[src/rtl/mavlink2_frame_encoder_top_assert.svh]
// Assertion macros used by the frame encoder top level.
`ifndef MAVLINK2_FRAME_ENCODER_TOP_ASSERT_SVH
`define MAVLINK2_FRAME_ENCODER_TOP_ASSERT_SVH

// Same-cycle implication, checked out of reset.
`define MV2_ASSERT_NOW(label, ante, cons) \
    label: assert property (@(posedge clk) disable iff (!rst_n) (ante) |-> (cons)) \
        else $error("mv2enc: same-cycle check failed");

// Next-cycle implication, checked out of reset.
`define MV2_ASSERT_NEXT(label, ante, cons) \
    label: assert property (@(posedge clk) disable iff (!rst_n) (ante) |=> (cons)) \
        else $error("mv2enc: next-cycle check failed");

`endif

[src/rtl/mv2enc_pkg.sv]
// Shared types, constants and the X.25 CRC step for the frame encoder.
package mv2enc_pkg;

    // Input item kinds (carried on tuser)
    localparam logic OP_HEADER  = 1'b0;
    localparam logic OP_PAYLOAD = 1'b1;

    // Protocol constants
    localparam logic [7:0]  MAGIC       = 8'hFD;
    localparam logic [15:0] CRC_INIT    = 16'hFFFF;
    localparam logic [7:0]  SYS_ID_RST  = 8'd245;
    localparam logic [7:0]  COMP_ID_RST = 8'd190;

    // Configuration register indexes
    localparam int unsigned CFG_IDX_W = 2;
    localparam logic [CFG_IDX_W-1:0] REG_PEER_KNOWN   = 2'd0;
    localparam logic [CFG_IDX_W-1:0] REG_SYSTEM_ID    = 2'd1;
    localparam logic [CFG_IDX_W-1:0] REG_COMPONENT_ID = 2'd2;

    // Byte positions of the serializer
    localparam logic [3:0] STEP_MAGIC    = 4'd0;
    localparam logic [3:0] STEP_LEN      = 4'd1;
    localparam logic [3:0] STEP_INCOMPAT = 4'd2;
    localparam logic [3:0] STEP_COMPAT   = 4'd3;
    localparam logic [3:0] STEP_SEQ      = 4'd4;
    localparam logic [3:0] STEP_SYSID    = 4'd5;
    localparam logic [3:0] STEP_COMPID   = 4'd6;
    localparam logic [3:0] STEP_MSGID0   = 4'd7;
    localparam logic [3:0] STEP_MSGID1   = 4'd8;
    localparam logic [3:0] STEP_MSGID2   = 4'd9;
    localparam logic [3:0] STEP_CRC_LO   = 4'd10;
    localparam logic [3:0] STEP_CRC_HI   = 4'd11;

    // One unit of output work handed from the control stage to the serializer.
    // A payload job puts its byte in msg_id[23:16] and starts at STEP_MSGID2.
    typedef struct packed {
        logic        valid;
        logic        is_payload;
        logic        close;       // append the two CRC bytes
        logic [7:0]  len;
        logic [7:0]  seq;
        logic [7:0]  sys_id;
        logic [7:0]  comp_id;
        logic [23:0] msg_id;
        logic [7:0]  extra;
    } job_t;

    // One byte of the X.25 (MCRF4XX) CRC
    function automatic logic [15:0] x25_step(input logic [15:0] c, input logic [7:0] b);
        logic [7:0] t;
        t = b ^ c[7:0];
        t = t ^ {t[3:0], 4'b0000};
        return {8'h00, c[15:8]} ^ {t, 8'h00} ^ {5'b00000, t, 3'b000} ^ {12'h000, t[7:4]};
    endfunction

endpackage

[src/rtl/mv2enc_ctl.sv]
// Frame control: sequence, payload count and drop state; turns items into jobs.
module mv2enc_ctl (
    input  logic               clk,
    input  logic               rst_n,
    input  logic               s_tvalid,
    output logic               s_tready,
    input  logic [47:0]        s_tdata,
    input  logic               s_tuser,
    input  logic               peer_known,
    input  logic [7:0]         system_id,
    input  logic [7:0]         component_id,
    input  logic               job_take,
    output mv2enc_pkg::job_t   job
);

    logic [7:0]       sequence_reg, sequence_next;
    logic [7:0]       bytes_left_reg, bytes_left_next;
    logic [7:0]       held_extra_reg, held_extra_next;
    logic             in_frame_reg, in_frame_next;
    logic             dropping_reg, dropping_next;
    mv2enc_pkg::job_t job_reg, job_next;

    logic        accept;
    logic [23:0] in_msg_id;
    logic [7:0]  in_len;
    logic [7:0]  in_extra;
    logic [7:0]  in_byte;
    logic [7:0]  left_dec;

    assign in_msg_id = s_tdata[23:0];
    assign in_len    = s_tdata[31:24];
    assign in_extra  = s_tdata[39:32];
    assign in_byte   = s_tdata[47:40];
    assign left_dec  = bytes_left_reg - 8'd1;

    // Job slot frees when empty or being taken by the serializer
    assign s_tready = !job_reg.valid || job_take;
    assign accept   = s_tvalid && s_tready;
    assign job      = job_reg;

    // Item decode and state update
    always_comb
    begin
        sequence_next   = sequence_reg;
        bytes_left_next = bytes_left_reg;
        held_extra_next = held_extra_reg;
        in_frame_next   = in_frame_reg;
        dropping_next   = dropping_reg;
        job_next        = job_reg;
        if (job_take)
        begin
            job_next.valid = 1'b0;
        end
        if (accept)
        begin
            if (s_tuser == mv2enc_pkg::OP_HEADER)
            begin
                in_frame_next   = 1'b1;
                bytes_left_next = in_len;
                held_extra_next = in_extra;
                if (!peer_known)
                begin
                    dropping_next = 1'b1;
                    if (in_len == 8'd0)
                    begin
                        in_frame_next = 1'b0;
                    end
                end
                else
                begin
                    dropping_next       = 1'b0;
                    sequence_next       = sequence_reg + 8'd1;
                    job_next.valid      = 1'b1;
                    job_next.is_payload = 1'b0;
                    job_next.close      = (in_len == 8'd0);
                    job_next.len        = in_len;
                    job_next.seq        = sequence_reg;
                    job_next.sys_id     = system_id;
                    job_next.comp_id    = component_id;
                    job_next.msg_id     = in_msg_id;
                    job_next.extra      = in_extra;
                    if (in_len == 8'd0)
                    begin
                        in_frame_next = 1'b0;
                    end
                end
            end
            else if (in_frame_reg && (bytes_left_reg != 8'd0))
            begin
                bytes_left_next = left_dec;
                if (left_dec == 8'd0)
                begin
                    in_frame_next = 1'b0;
                end
                if (!dropping_reg)
                begin
                    job_next.valid       = 1'b1;
                    job_next.is_payload  = 1'b1;
                    job_next.close       = (left_dec == 8'd0);
                    job_next.msg_id      = {in_byte, 16'h0000};
                    job_next.extra       = held_extra_reg;
                end
            end
        end
    end

    // State registers and job slot
    always_ff @(posedge clk or negedge rst_n)
    begin
        if (!rst_n)
        begin
            sequence_reg   <= 8'd0;
            bytes_left_reg <= 8'd0;
            held_extra_reg <= 8'd0;
            in_frame_reg   <= 1'b0;
            dropping_reg   <= 1'b0;
            job_reg        <= '0;
        end
        else
        begin
            sequence_reg   <= sequence_next;
            bytes_left_reg <= bytes_left_next;
            held_extra_reg <= held_extra_next;
            in_frame_reg   <= in_frame_next;
            dropping_reg   <= dropping_next;
            job_reg        <= job_next;
        end
    end

endmodule

[src/rtl/mv2enc_ser.sv]
// Byte serializer: emits header, payload and CRC bytes, one per transaction.
module mv2enc_ser (
    input  logic             clk,
    input  logic             rst_n,
    input  mv2enc_pkg::job_t job,
    output logic             job_take,
    output logic             m_tvalid,
    input  logic             m_tready,
    output logic [7:0]       m_tdata,   // [7:0] out_byte
    output logic             m_tlast    // frame_end
);

    logic             busy_reg, busy_next;
    logic [3:0]       step_reg, step_next;
    logic [15:0]      crc_reg, crc_next;
    mv2enc_pkg::job_t cur_reg;

    logic        advance;
    logic        last_byte;
    logic        in_crc;
    logic [7:0]  data_byte;
    logic [7:0]  crc_in;
    logic [15:0] crc_fold;

    assign advance   = busy_reg && m_tready;
    assign last_byte = (step_reg == mv2enc_pkg::STEP_CRC_HI) ||
                       ((step_reg == mv2enc_pkg::STEP_MSGID2) && !cur_reg.close);
    assign job_take  = job.valid && (!busy_reg || (advance && last_byte));

    // Frame byte select
    always_comb
    begin
        in_crc = 1'b1;
        case (step_reg)
            mv2enc_pkg::STEP_MAGIC:
            begin
                data_byte = mv2enc_pkg::MAGIC;
                in_crc    = 1'b0;
            end
            mv2enc_pkg::STEP_LEN:    data_byte = cur_reg.len;
            mv2enc_pkg::STEP_SEQ:    data_byte = cur_reg.seq;
            mv2enc_pkg::STEP_SYSID:  data_byte = cur_reg.sys_id;
            mv2enc_pkg::STEP_COMPID: data_byte = cur_reg.comp_id;
            mv2enc_pkg::STEP_MSGID0: data_byte = cur_reg.msg_id[7:0];
            mv2enc_pkg::STEP_MSGID1: data_byte = cur_reg.msg_id[15:8];
            mv2enc_pkg::STEP_MSGID2: data_byte = cur_reg.msg_id[23:16];
            default:                 data_byte = 8'h00;   // flag bytes
        endcase
        if ((step_reg == mv2enc_pkg::STEP_CRC_LO) || (step_reg == mv2enc_pkg::STEP_CRC_HI))
        begin
            in_crc = 1'b0;
        end
    end

    // One CRC unit: frame bytes, then the extra byte at the low CRC position
    assign crc_in   = (step_reg == mv2enc_pkg::STEP_CRC_LO) ? cur_reg.extra : data_byte;
    assign crc_fold = mv2enc_pkg::x25_step(crc_reg, crc_in);

    always_comb
    begin
        case (step_reg)
            mv2enc_pkg::STEP_CRC_LO: m_tdata = crc_fold[7:0];
            mv2enc_pkg::STEP_CRC_HI: m_tdata = crc_reg[15:8];
            default:                 m_tdata = data_byte;
        endcase
    end

    assign m_tvalid = busy_reg;
    assign m_tlast  = busy_reg && (step_reg == mv2enc_pkg::STEP_CRC_HI);

    // Sequencing
    always_comb
    begin
        busy_next = busy_reg;
        step_next = step_reg;
        crc_next  = crc_reg;
        if (advance)
        begin
            if (in_crc || (step_reg == mv2enc_pkg::STEP_CRC_LO))
            begin
                crc_next = crc_fold;
            end
            if (last_byte)
            begin
                busy_next = 1'b0;
            end
            else
            begin
                step_next = step_reg + 4'd1;
            end
        end
        if (job_take)
        begin
            busy_next = 1'b1;
            if (job.is_payload)
            begin
                step_next = mv2enc_pkg::STEP_MSGID2;
            end
            else
            begin
                step_next = mv2enc_pkg::STEP_MAGIC;
                crc_next  = mv2enc_pkg::CRC_INIT;
            end
        end
    end

    always_ff @(posedge clk or negedge rst_n)
    begin
        if (!rst_n)
        begin
            busy_reg <= 1'b0;
            step_reg <= mv2enc_pkg::STEP_MAGIC;
            crc_reg  <= mv2enc_pkg::CRC_INIT;
        end
        else
        begin
            busy_reg <= busy_next;
            step_reg <= step_next;
            crc_reg  <= crc_next;
        end
    end

    // Current job, no reset
    always_ff @(posedge clk)
    begin
        if (job_take)
        begin
            cur_reg <= job;
        end
    end

endmodule

[src/rtl/mavlink2_frame_encoder_top.sv]
// Top level of the MAVLink v2 frame encoder: config registers, control and serializer.
//
// Usage:
//   Input stream (s_*): tuser = 0 is a header item (message id, length, extra byte),
//   tuser = 1 carries one payload byte. Output stream (m_*): one frame byte per
//   transaction, tlast marks the high CRC byte that ends a frame.
//   Configuration: cfg_we writes cfg_data to register cfg_index (0 peer_known,
//   1 system_id, 2 component_id) at the clock edge; write only while idle.
// Flow and throughput:
//   With the serializer free, an item is registered in the job slot, then taken into
//   the serializer, which then drives its first byte. A header emits ten bytes (twelve
//   when length is 0); a payload byte emits one (three for the last one, with the CRC).
//   Payload bytes pass at one per cycle while m_tready is high and items keep coming.
//   Dropped frames and stray payload bytes are accepted and produce no output.
// Reset: rst_n clears all state but the serializer's current job; sequence 0,
//   peer_known 0, system_id 245, component_id 190.
// Stalls: with m_tready low the current byte holds; one more item is buffered in
//   the job slot, then s_tready drops until the serializer frees it.
module mavlink2_frame_encoder_top (
    input  logic        clk,
    input  logic        rst_n,
    input  logic        s_tvalid,
    output logic        s_tready,
    input  logic [47:0] s_tdata,    // [23:0] message_id, [31:24] length,
                                    // [39:32] msg_extra, [47:40] payload_byte
    input  logic        s_tuser,    // [0] op
    output logic        m_tvalid,
    input  logic        m_tready,
    output logic [7:0]  m_tdata,    // [7:0] out_byte
    output logic        m_tlast,    // frame_end
    input  logic        cfg_we,
    input  logic [1:0]  cfg_index,
    input  logic [7:0]  cfg_data
);

`include "mavlink2_frame_encoder_top_assert.svh"

    logic             peer_known_reg;
    logic [7:0]       system_id_reg;
    logic [7:0]       component_id_reg;
    logic             job_take;
    mv2enc_pkg::job_t job;

    // Configuration registers
    always_ff @(posedge clk or negedge rst_n)
    begin
        if (!rst_n)
        begin
            peer_known_reg   <= 1'b0;
            system_id_reg    <= mv2enc_pkg::SYS_ID_RST;
            component_id_reg <= mv2enc_pkg::COMP_ID_RST;
        end
        else if (cfg_we)
        begin
            unique case (cfg_index)
                mv2enc_pkg::REG_PEER_KNOWN:   peer_known_reg   <= cfg_data[0];
                mv2enc_pkg::REG_SYSTEM_ID:    system_id_reg    <= cfg_data;
                mv2enc_pkg::REG_COMPONENT_ID: component_id_reg <= cfg_data;
                default:
                begin
                end
            endcase
        end
    end

    mv2enc_ctl u_ctl (
        .clk          (clk),
        .rst_n        (rst_n),
        .s_tvalid     (s_tvalid),
        .s_tready     (s_tready),
        .s_tdata      (s_tdata),
        .s_tuser      (s_tuser),
        .peer_known   (peer_known_reg),
        .system_id    (system_id_reg),
        .component_id (component_id_reg),
        .job_take     (job_take),
        .job          (job)
    );

    mv2enc_ser u_ser (
        .clk      (clk),
        .rst_n    (rst_n),
        .job      (job),
        .job_take (job_take),
        .m_tvalid (m_tvalid),
        .m_tready (m_tready),
        .m_tdata  (m_tdata),
        .m_tlast  (m_tlast)
    );

    // A pending job never waits on an idle serializer
    `MV2_ASSERT_NEXT(a_job_loads, job.valid && !m_tvalid, m_tvalid)
    // Input backpressure only when both the slot and the serializer are full
    `MV2_ASSERT_NOW(a_ready_cause, !s_tready, job.valid && m_tvalid)
    // A header with the peer unknown yields no job
    `MV2_ASSERT_NEXT(a_drop_header,
        s_tvalid && s_tready && (s_tuser == mv2enc_pkg::OP_HEADER) && !peer_known_reg,
        !job.valid)

endmodule
[config.mk]
export PLATFORM = sky130hd
export DESIGN_NAME = mavlink2_frame_encoder_top
export DESIGN_NICKNAME = d
export VERILOG_FILES = /design/src/rtl/mv2enc_pkg.sv /design/src/rtl/mv2enc_ctl.sv /design/src/rtl/mv2enc_ser.sv /design/src/rtl/mavlink2_frame_encoder_top.sv
export VERILOG_INCLUDE_DIRS = /design/src /design/src/rtl
export SDC_FILE = /design/constraint.sdc
export NUM_CORES = 1
export LEC_CHECK = 0
export BUFFER_PORTS_ARGS = -buffer_cell sky130_fd_sc_hd__buf_2
export CELL_PAD_IN_SITES_DETAIL_PLACEMENT = 2
export CELL_PAD_IN_SITES_GLOBAL_PLACEMENT = 2
export CORE_UTILIZATION = 40
export CTS_CLUSTER_SIZE = 16
export DETAILED_ROUTE_END_ITERATION = 8
export GPL_ROUTABILITY_DRIVEN = 0
export HOLD_SLACK_MARGIN = 0.06
export PLACE_DENSITY_LB_ADDON = 0.12
export SYNTH_ARGS = -nofsm -noshare
export SYNTH_HDL_FRONTEND = slang
export SYNTH_SLANG_ARGS = --single-unit
[constraint.sdc]
create_clock -name clk -period 3.9 [get_ports clk]
set_input_delay 0.39 -clock clk [delete_from_list [all_inputs] [get_ports clk]]
set_output_delay 0.39 -clock clk [all_outputs]
set_load 0.02 [all_outputs]
==> impl_metrics.tcl, run 1 <==
set metrics [dict create \
    run_status "complete, no violations" \
    most_common_library_cell_in_the_layout_ignoring_fill_and_taps "sky130_fd_sc_hd__nand2_1" \
    synth.cell_area_um2 8540 \
    synth_top_family_by_area "compound AO/OA/AOI/OAI gates" \
    sequential_cell_area_fraction_in_the_yosys_report_pct 61.6 \
    cts_max_path_buffers 2 \
    hold_viol_final 0 \
    max_clock_freq_mhz 265 \
    setup_viol_count_final 0 \
    capture_point_of_the_worst_reg_to_reg_path "u_ctl.job[0]" \
    max_slew.worst_pin.slew_ns 1.01 \
    largest_register_ff_count 67 \
    synthesis.nets 812 \
    maxCapViolations 0 \
    syn-instance-count 741 \
    std_cell_rows 53 \
    wirelength_mm 24.8 \
    starting_density_pct 40.8 \
    syn2layout_area_growth_pct 16.3 \
    number_of_antenna_violations_at_the_first_check_in_global_routing 0 \
    compound_cell_area_share_of_the_yosys_netlist_pct 13.9 \
    grt_pass1_vias 6823 \
    drive_above_1_share_pct 23.7 \
    route.detailed.drc 0 \
    grtUsageTotal_pct 23.8 \
    timing.setup.critical_path_class "reg -> out" \
    synthDistinctLibCells 63 \
    synth-adder-area-share_pct 1.03 \
    placed_cells 1064 \
    clkTransAtPathRegs_ns 0.07 \
    clock-sinks 196 \
    largest_vdd_supply_drop_mv 0.353 \
    htree_levels 4 \
    critical_path_required_ns 3.51 \
    final.setup_skew_ns 0.0142 \
    timing.critical_path.fanout_max 20 \
    timing.hold.worst.class "in -> async" \
    critPathCapture "m_tdata[3]" \
    worst-r2r-cell-count 9 \
    synth.largest_area_cell "sky130_fd_sc_hd__dfrtp_1" \
    global_route_wire_length_before_repair_mm 39.1 \
    muxShareOfSynthArea_pct 3.88 \
    pwr_density_cell_nw_per_um2 815 \
    synth-seq-cells 196 \
    fin_tns_setup_ns 0 \
    detailedRoute.firstIterationViolations 300 \
    timing.final.max_slew_violations 0 \
    yosys.area.top_type_share_pct 30.2 \
    overflow 0 \
    post-route-min-period_ns 3.78 \
    worst_skew_pair.late_latency_ns 0.44 \
    cp-startpoint "u_ser.step_reg[1]" \
    insertedDiodeCount 0 \
    vias 6083 \
    die_y_um 148 \
    async_reset_ff_share_pct 66.8 \
    grt_max_degree 79 \
    avgSynthCellArea_um2 11.5 \
    synthesis.yosys.warnings 0 \
    design.portCount 75 \
    preCtsSetupSlack_ns 0.257 \
    synthXorXnorAreaFrac_pct 3.73 \
    startpoint_type "flip-flop" \
    timing.final.ws_setup_ns 0.122 \
    io_buffers 74 \
    antenna_left 0 \
    drt_first_pass_iters 4 \
    synth-edff-count 65 \
    final-instance-count-excl-fill 1098 \
    tritoncts_clock_tree "done" \
    floorplan.die_area_um2 21900 \
    detail_route.wl_per_cell_um 22.6 \
    worstSetupEndpointType "output pin" \
    cellLeakagePower_nw 4.19 \
    postSynth.topFlopCell "sky130_fd_sc_hd__dfrtp_1" \
    final_min_period_over_clock_period_pct 96.9 \
    mostFrequentLayoutCells "sky130_fd_sc_hd__nand2_1, sky130_fd_sc_hd__dfrtp_1, sky130_fd_sc_hd__buf_2, sky130_fd_sc_hd__edfxtp_1, sky130_fd_sc_hd__o21ai_0" \
    die_width_um 148 \
    viasPerCell 5.54 \
    detailedPlacementHpwl_mm 17.3 \
    area_share_of_and_or_nand_nor_cells_after_synthesis_pct 13.0 \
    layout.nets 881 \
    setup_repair_after_global_routing_missed_its_margin "no" \
    cts-root-buf "sky130_fd_sc_hd__clkbuf_16" \
    post_synth_main_area_contributors "sky130_fd_sc_hd__dfrtp_1, sky130_fd_sc_hd__edfxtp_1, sky130_fd_sc_hd__dfstp_2, sky130_fd_sc_hd__nand2_1, sky130_fd_sc_hd__mux2_2" \
    fp.coreArea_um2 21000 \
    tritoncts_buffers 17 \
    r2r_setup_slack_ns 0.70 \
    r2r-start "u_ser.step_reg[1]" \
    slew_headroom_pct 32.4 \
    critical_path_data_arrival_time_ns 3.39 \
]
[kinds of logic after synthesis]
logic type               count (synthesis)
AND/OR/NAND/NOR                        256
adder cells (fa/ha/maj)                  7
XOR/XNOR                                28
flip-flops                             196
buffers and inverters                   56
multiplexers                            30
AO/OA/AOI/OAI                          168
[through the flow]
stage | hold WS [ns] | util [%] | total power [mW] | cell area [um2]
final | 0.0363 | 47.4 | 8.10 | 9940
after global placement | 0.432 | 44.0 | 5.89 | 9220
after floorplan | 0.0944 | - | 5.18 | 8540
after detailed placement | 0.435 | 44.0 | 6.09 | 9220
after CTS | 0.0662 | 47.1 | 8.07 | 9870
after global routing | 0.0789 | 47.4 | 8.54 | 9940
[what timing repair did]
| item | CTS | global route |
|---|---|---|
| setup buffers | 0 | 2 |
| gates resized for setup | 5 | 8 |
| setup endpoints to repair | 4 | 4 |
| pin swaps | 0 | 1 |
| hold buffers | 0 | 0 |
[how the worst min path moves through the flow]
stage,endpoint,slack (ns),cells after the start
final,u_ctl.job[9],0.04,1
after global routing,u_ctl.job[9],0.08,1
after CTS,u_ctl.job[9],0.07,1
after detailed placement,u_ser.cur_reg[54],0.43,0
after global placement,u_ser.cur_reg[63],0.43,0
after floorplan,component_id_reg[0],0.09,0
[critical path: stages (launching register included)]
cell	delay (ns)
sky130_fd_sc_hd__dfrtp_1	0.46
sky130_fd_sc_hd__inv_1	0.17
sky130_fd_sc_hd__ha_4	0.27
sky130_fd_sc_hd__a22oi_1	0.23
sky130_fd_sc_hd__a21oi_1	0.19
sky130_fd_sc_hd__o31ai_1	0.41
sky130_fd_sc_hd__xnor3_2	0.55
sky130_fd_sc_hd__xor3_1	0.22
sky130_fd_sc_hd__o211ai_1	0.24
sky130_fd_sc_hd__buf_2	0.21
[synthesized netlist by cell type (4+ instances only)]
cell                       count
sky130_fd_sc_hd__and3_1        6
sky130_fd_sc_hd__a21oi_1      21
sky130_fd_sc_hd__nor2_1       35
sky130_fd_sc_hd__edfxtp_1     65
sky130_fd_sc_hd__o211ai_1     12
sky130_fd_sc_hd__o21ai_0      40
sky130_fd_sc_hd__xor2_1        7
sky130_fd_sc_hd__a22oi_1      24
sky130_fd_sc_hd__o22ai_1       4
sky130_fd_sc_hd__a31oi_1       6
sky130_fd_sc_hd__xnor2_1      15
sky130_fd_sc_hd__dfstp_2      28
sky130_fd_sc_hd__o22a_1        8
sky130_fd_sc_hd__nand3b_1      4
sky130_fd_sc_hd__or3_1         4
sky130_fd_sc_hd__mux2_2       25
sky130_fd_sc_hd__a222oi_1      4
sky130_fd_sc_hd__ha_1          7
sky130_fd_sc_hd__a22o_1       19
sky130_fd_sc_hd__inv_1        16
sky130_fd_sc_hd__mux2i_1       5
sky130_fd_sc_hd__nor2b_1       5
sky130_fd_sc_hd__nand2b_1      7
sky130_fd_sc_hd__nor3_1        7
sky130_fd_sc_hd__or2_2         5
sky130_fd_sc_hd__clkbuf_1     31
sky130_fd_sc_hd__a211oi_1      5
sky130_fd_sc_hd__nand3_1      13
sky130_fd_sc_hd__dfrtp_1     103
sky130_fd_sc_hd__nand2_1     157
sky130_fd_sc_hd__buf_2         5
[layer usage]
layer	global-route usage [%]	vias up	share of wire, %
met4	7.63	0	1.5
met2	39.4	109	50
li1	-	2781	-
met3	3.77	21	3.0
met5	0	-	0
met1	32.0	3172	46
[cell type report]
type / instances / area [um2]
Clock inverter: 8 / 110
Inverter: 16 / 60.1
Timing Repair Buffer: 90 / 531
Sequential cell: 196 / 5270
Clock buffer: 24 / 526
Multi-Input combinational cell: 489 / 3100
Tap cell: 275 / 344
Fill cell: 2149 / 11000
[power breakdown]
| part | leakage (nW) | internal (mW) | switching [mW] |
|---|---|---|---|
| Sequential | 2.18 | 2.84 | 0.470 |
| Combinational | 1.70 | 1.30 | 1.61 |
| Clock | 0.309 | 1.09 | 0.794 |
| Total | 4.19 | 5.22 | 2.87 |
(Power assumes the default switching activity.)
==> run 2: changes to the inputs <==
- CTS_BUF_LIST: unset -> sky130_fd_sc_hd__clkbuf_16
==> impl_metrics.tcl, run 2 (same netlist as run 1, synthesis figures left out) <==
set metrics [dict create \
    grtUsageTotal_pct 23.8 \
    timing.final.max_slew_violations 0 \
    detailedPlacementHpwl_mm 17.3 \
    drt_first_pass_iters 4 \
    clkTransAtPathRegs_ns 0.07 \
    detail_route.wl_per_cell_um 22.4 \
    design.portCount 75 \
    fp.coreArea_um2 21000 \
    clock-sinks 196 \
    maxCapViolations 0 \
    floorplan.die_area_um2 21900 \
    timing.setup.critical_path_class "reg -> out" \
    timing.hold.worst.class "in -> async" \
    drive_above_1_share_pct 23.6 \
    vias 6100 \
    largest_stage_delay_on_the_critical_path_ns 0.54 \
    final.setup_skew_ns 0.0143 \
    setup_viol_count_final 0 \
    std_cell_rows 53 \
    fin_tns_setup_ns 0 \
    crit_path_cell_chain "inv_1 -> ha_4 -> a22oi_1 -> a21oi_1 -> o31ai_1 -> xnor3_2 -> xor3_1 -> o211ai_1 -> buf_2" \
    cp.buffers_inverters 2 \
    tritoncts_clock_tree "done" \
    power_mw 8.08 \
    insertedDiodeCount 0 \
    critical_path_data_arrival_time_ns 3.38 \
    tritoncts_buffers 17 \
    layout.nets 881 \
    critical_path_required_ns 3.51 \
    critPathTopFamily "compound AO/OA/AOI/OAI gates" \
    die_width_um 148 \
    viasPerCell 5.56 \
    syn2layout_area_growth_pct 16.2 \
    cts_max_path_buffers 2 \
    cellLeakagePower_nw 4.19 \
    die_y_um 148 \
    cts-hold-fix-buffers 0 \
    cpMaxStageDelayCell "sky130_fd_sc_hd__xnor3_2" \
    overflow 0 \
    worst_skew_pair.late_latency_ns 0.44 \
    starting_density_pct 40.8 \
    mostFrequentLayoutCells "sky130_fd_sc_hd__nand2_1, sky130_fd_sc_hd__dfrtp_1, sky130_fd_sc_hd__buf_2, sky130_fd_sc_hd__edfxtp_1, sky130_fd_sc_hd__o21ai_0" \
    cts-root-buf "sky130_fd_sc_hd__clkbuf_16" \
    route.detailed.drc 0 \
    grt_pass1_vias 6826 \
    grt_max_degree 79 \
    io_buffers 74 \
    antenna_left 0 \
    most_common_library_cell_in_the_layout_ignoring_fill_and_taps "sky130_fd_sc_hd__nand2_1" \
    timing.final.ws_setup_ns 0.129 \
    preCtsSetupSlack_ns 0.257 \
    max_slew.worst_pin.slew_ns 1.00 \
    detailedRoute.firstIterationViolations 303 \
    slew_headroom_pct 33.0 \
    timing.critical_path.fanout_max 20 \
    final_min_period_over_clock_period_pct 96.7 \
    wirelength_mm 24.6 \
    max_clock_freq_mhz 265 \
    post-route-min-period_ns 3.77 \
    run_status "complete, no violations" \
    setup_repair_after_global_routing_missed_its_margin "no" \
    startpoint_type "flip-flop" \
    largest_register_ff_count 67 \
    number_of_antenna_violations_at_the_first_check_in_global_routing 0 \
    global_route_wire_length_before_repair_mm 39.1 \
    pwr_density_cell_nw_per_um2 814 \
    largest_vdd_supply_drop_mv 0.354 \
    worstSetupEndpointType "output pin" \
    htree_levels 4 \
    hold_viol_final 0 \
]
## run 2: repair_timing
item	4_1_cts	5_1_grt
gates cloned	0	0
endpoints found under the setup margin	4	4
buffers inserted	0	2
pin swaps	0	1
gates resized for setup	5	8
## run 2: cell type report
| type | instances | area [um2] |
|---|---|---|
| clock inverter | 12 | 125 |
| timing repair buffer | 90 | 531 |
| fill | 2148 | 11000 |
| sequential | 196 | 5270 |
| clock buffer | 20 | 500 |
| inverter | 16 | 60.1 |
| tap | 275 | 344 |
| multi-input combinational | 489 | 3100 |
## run 2: power by group
group | internal, mW | switching, mW
logic | 1.30 | 1.61
registers | 2.84 | 0.469
clock network | 1.06 | 0.798
total | 5.20 | 2.88
## run 2: stage by stage
stage / area [um2] / utilization (%) / std cells / hold slack, ns
global route: 9930 / 47.4 / 1098 / 0.0766
CTS: 9860 / 47.1 / 1096 / 0.0670
global placement: 9220 / 44.0 / 1064 / 0.432
detailed placement: 9220 / 44.0 / 1064 / 0.435
finish: 9930 / 47.4 / 1098 / 0.0361
floorplan: 8540 / - / 741 / 0.0944
## run 2: final timing paths
| path | start | endpoint | slack [ns] | depth (start not counted) |
|---|---|---|---|---|
| min reg2reg | u_ctl.job[54] | u_ser.cur_reg[54] | 0.45 | 0 |
| max | u_ser.step_reg[1] | m_tdata[3] | 0.13 | 9 |
| min | rst_n | u_ctl.job[9] | 0.04 | 1 |
| max in group asynchronous | rst_n | system_id_reg[6] | 2.95 | 2 |
| min in group clk | s_tdata[5] | u_ctl.job[13] | 0.17 | 2 |
| max reg2reg | u_ser.step_reg[1] | u_ctl.job[0] | 0.75 | 9 |
## run 2: layer usage
metal	up-vias	track usage, %	part of all wire, %
met5	-	0	0
met2	106	39.2	49
li1	2781	-	-
met4	0	7.78	1.8
met1	3181	32.0	46
met3	32	3.77	2.8
## run 2: worst reg2reg max path, delay by kind of cell (launching register included)
kind	cells	cell delay, ns
flip-flops	1	0.45
AO/OA/AOI/OAI	4	0.87
AND/OR/NAND/NOR	3	1.13
adder cells (fa/ha/maj)	1	0.30
buffers and inverters	1	0.21
==> run 3: changes to the inputs <==
- CORE_MARGIN: unset -> 4
==> impl_metrics.tcl, run 3 (same netlist as run 1, synthesis figures left out) <==
set metrics [dict create \
    tritoncts_clock_tree "done" \
    largest_stage_delay_on_the_critical_path_ns 0.57 \
    critical_path_required_ns 3.51 \
    starting_density_pct 40.6 \
    layout.nets 883 \
    grt_max_degree 76 \
    std_cell_rows 53 \
    final.setup_skew_ns 0.0168 \
    io_buffers 74 \
    timing.hold.worst.class "in -> reg" \
    largest_vdd_supply_drop_mv 0.270 \
    startpoint_type "flip-flop" \
    timing.critical_path.fanout_max 12 \
    final-instance-count-excl-fill 1100 \
    timing.final.ws_setup_ns 0.190 \
    fin_worst_hold_slack_ns 0.174 \
    run_status "complete, no violations" \
    maxCapViolations 0 \
    fp.coreArea_um2 21000 \
    die_y_um 154 \
    number_of_antenna_violations_at_the_first_check_in_global_routing 0 \
    htree_levels 4 \
    placed_cells 1062 \
    setup_viol_count_final 0 \
    pwr_density_cell_nw_per_um2 803 \
    power_report.internal_total_mw 5.01 \
    worst_skew_pair.late_latency_ns 0.44 \
    power.clock.fraction_pct 21.4 \
    syn2layout_area_growth_pct 15.8 \
    max_slew.worst_pin.slew_ns 0.972 \
    grtUsageTotal_pct 21.0 \
    tritoncts_buffers 17 \
    wirelength_mm 24.5 \
    die_width_um 154 \
    grt_pass1_vias 6697 \
    timing.setup.critical_path_class "reg -> out" \
    critPathTopFamily "XOR/XNOR gates" \
    worstSetupEndpointType "output pin" \
    clkTransAtPathRegs_ns 0.07 \
    p_sw_share_pct 36.9 \
    final_min_period_over_clock_period_pct 95.1 \
    mostFrequentLayoutCells "sky130_fd_sc_hd__nand2_1, sky130_fd_sc_hd__dfrtp_1, sky130_fd_sc_hd__buf_2, sky130_fd_sc_hd__edfxtp_1, sky130_fd_sc_hd__o21ai_0" \
    cts_max_path_buffers 2 \
    cts-root-buf "sky130_fd_sc_hd__clkbuf_16" \
    viasPerCell 5.51 \
    drive_above_1_share_pct 24.1 \
    critical_path_data_arrival_time_ns 3.32 \
    power_mw 7.94 \
    most_common_library_cell_in_the_layout_ignoring_fill_and_taps "sky130_fd_sc_hd__nand2_1" \
    crit_path_cell_chain "buf_4 -> mux2i_1 -> o22ai_1 -> o31ai_2 -> xnor3_1 -> xor3_1 -> o211ai_1 -> buf_2" \
    detailedRoute.firstIterationViolations 349 \
    detail_route.wl_per_cell_um 22.3 \
    max_clock_freq_mhz 270 \
    route.detailed.drc 0 \
    vias 6061 \
    hold_viol_final 0 \
    preCtsSetupSlack_ns 0.189 \
    antenna_left 0 \
    clock-sinks 196 \
    slew_headroom_pct 35.2 \
    seq_power_share_pct 41.7 \
    floorplan.die_area_um2 23800 \
    detailedPlacementHpwl_mm 17.0 \
    cp.buffers_inverters 2 \
    global_route_wire_length_before_repair_mm 39.0 \
    cellLeakagePower_nw 4.18 \
    overflow 0 \
    design.portCount 75 \
    largest_register_ff_count 67 \
    power.switching_mw 2.93 \
    drt_first_pass_iters 4 \
    timing.final.max_slew_violations 0 \
    power.combinational.fraction_pct 36.8 \
    cpMaxStageDelayCell "sky130_fd_sc_hd__xnor3_1" \
    post-route-min-period_ns 3.71 \
    insertedDiodeCount 0 \
]
[run 3: changes by cell type in the layout (fill, tap and decap cells not counted), moves of 2 or more]
cell / change
sky130_fd_sc_hd__dfrtp_1: -3
sky130_fd_sc_hd__dfrtp_2: +3
sky130_fd_sc_hd__bufinv_16: -2
sky130_fd_sc_hd__inv_6: +3
sky130_fd_sc_hd__clkbuf_16: -2
sky130_fd_sc_hd__inv_1: +2
[run 3: metal layers]
| layer | vias up | part of all wire (%) | global-route usage, % |
|---|---|---|---|
| met5 | - | 0 | 0 |
| met3 | 17 | 2.8 | 3.72 |
| met1 | 3161 | 47 | 29.2 |
| met2 | 101 | 50 | 34.5 |
| met4 | 0 | 1.0 | 5.17 |
| li1 | 2782 | - | - |
[run 3: power by group through the flow]
stage          combinational [mW]  clock [mW]  sequential (mW)
2_1_floorplan                2.06           0             3.12
3_3_place_gp                 2.60           0             3.28
3_5_place_dp                 2.75           0             3.34
4_1_cts                      2.80        1.73             3.31
5_1_grt                      3.21        1.84             3.39
6_report                     2.92        1.70             3.31
[run 3: stage by stage]
| stage | util, % | cell area [um2] | TNS [ns] |
|---|---|---|---|
| finish | 47.1 | 9890 | 0 |
| detailed placement | 43.8 | 9210 | 0 |
| CTS | 46.6 | 9800 | 0 |
| floorplan | - | 8540 | 0 |
| global placement | 43.8 | 9210 | 0 |
| global route | 47.1 | 9890 | -0.00980 |
[run 3: area by class of cell]
cell class | instances | area, um2
clock buffers | 18 | 450
inverters | 16 | 60.1
flip-flops and latches | 196 | 5270
fillers | 2143 | 11100
clock inverters | 14 | 105
multi-input cells | 489 | 3110
repair buffers | 92 | 552
well taps | 275 | 344
[run 3: final timing paths]
check,from,end,slack [ns],cells past startpoint
setup / recovery,u_ser.step_reg[3],m_tdata[3],0.19,8
hold / removal,s_tdata[5],u_ctl.job[13],0.17,2
setup reg to reg,u_ser.step_reg[1],u_ctl.job[11],0.82,8
hold reg to reg,u_ctl.job[33],u_ser.cur_reg[33],0.45,0
max in group asynchronous,rst_n,system_id_reg[6],2.42,3
min in group asynchronous,rst_n,u_ctl.job[21],0.57,2
[run 3: what timing repair did]
action | in CTS | in global routing
gates resized for setup | 7 | 11
hold endpoints to repair | 7 | 0
hold buffers | 1 | 0
pin swaps | 0 | 5
setup endpoints to repair | 5 | 6
setup buffers | 0 | 5
[run 3: worst reg2reg max path: stages, from the launching register on]
cell	delay (ns)
sky130_fd_sc_hd__dfrtp_2	0.45
sky130_fd_sc_hd__inv_1	0.18
sky130_fd_sc_hd__ha_4	0.31
sky130_fd_sc_hd__a21oi_1	0.15
sky130_fd_sc_hd__o21a_1	0.30
sky130_fd_sc_hd__o21ai_2	0.32
sky130_fd_sc_hd__nand2_1	0.17
sky130_fd_sc_hd__or2_2	0.68
sky130_fd_sc_hd__a22o_1	0.41
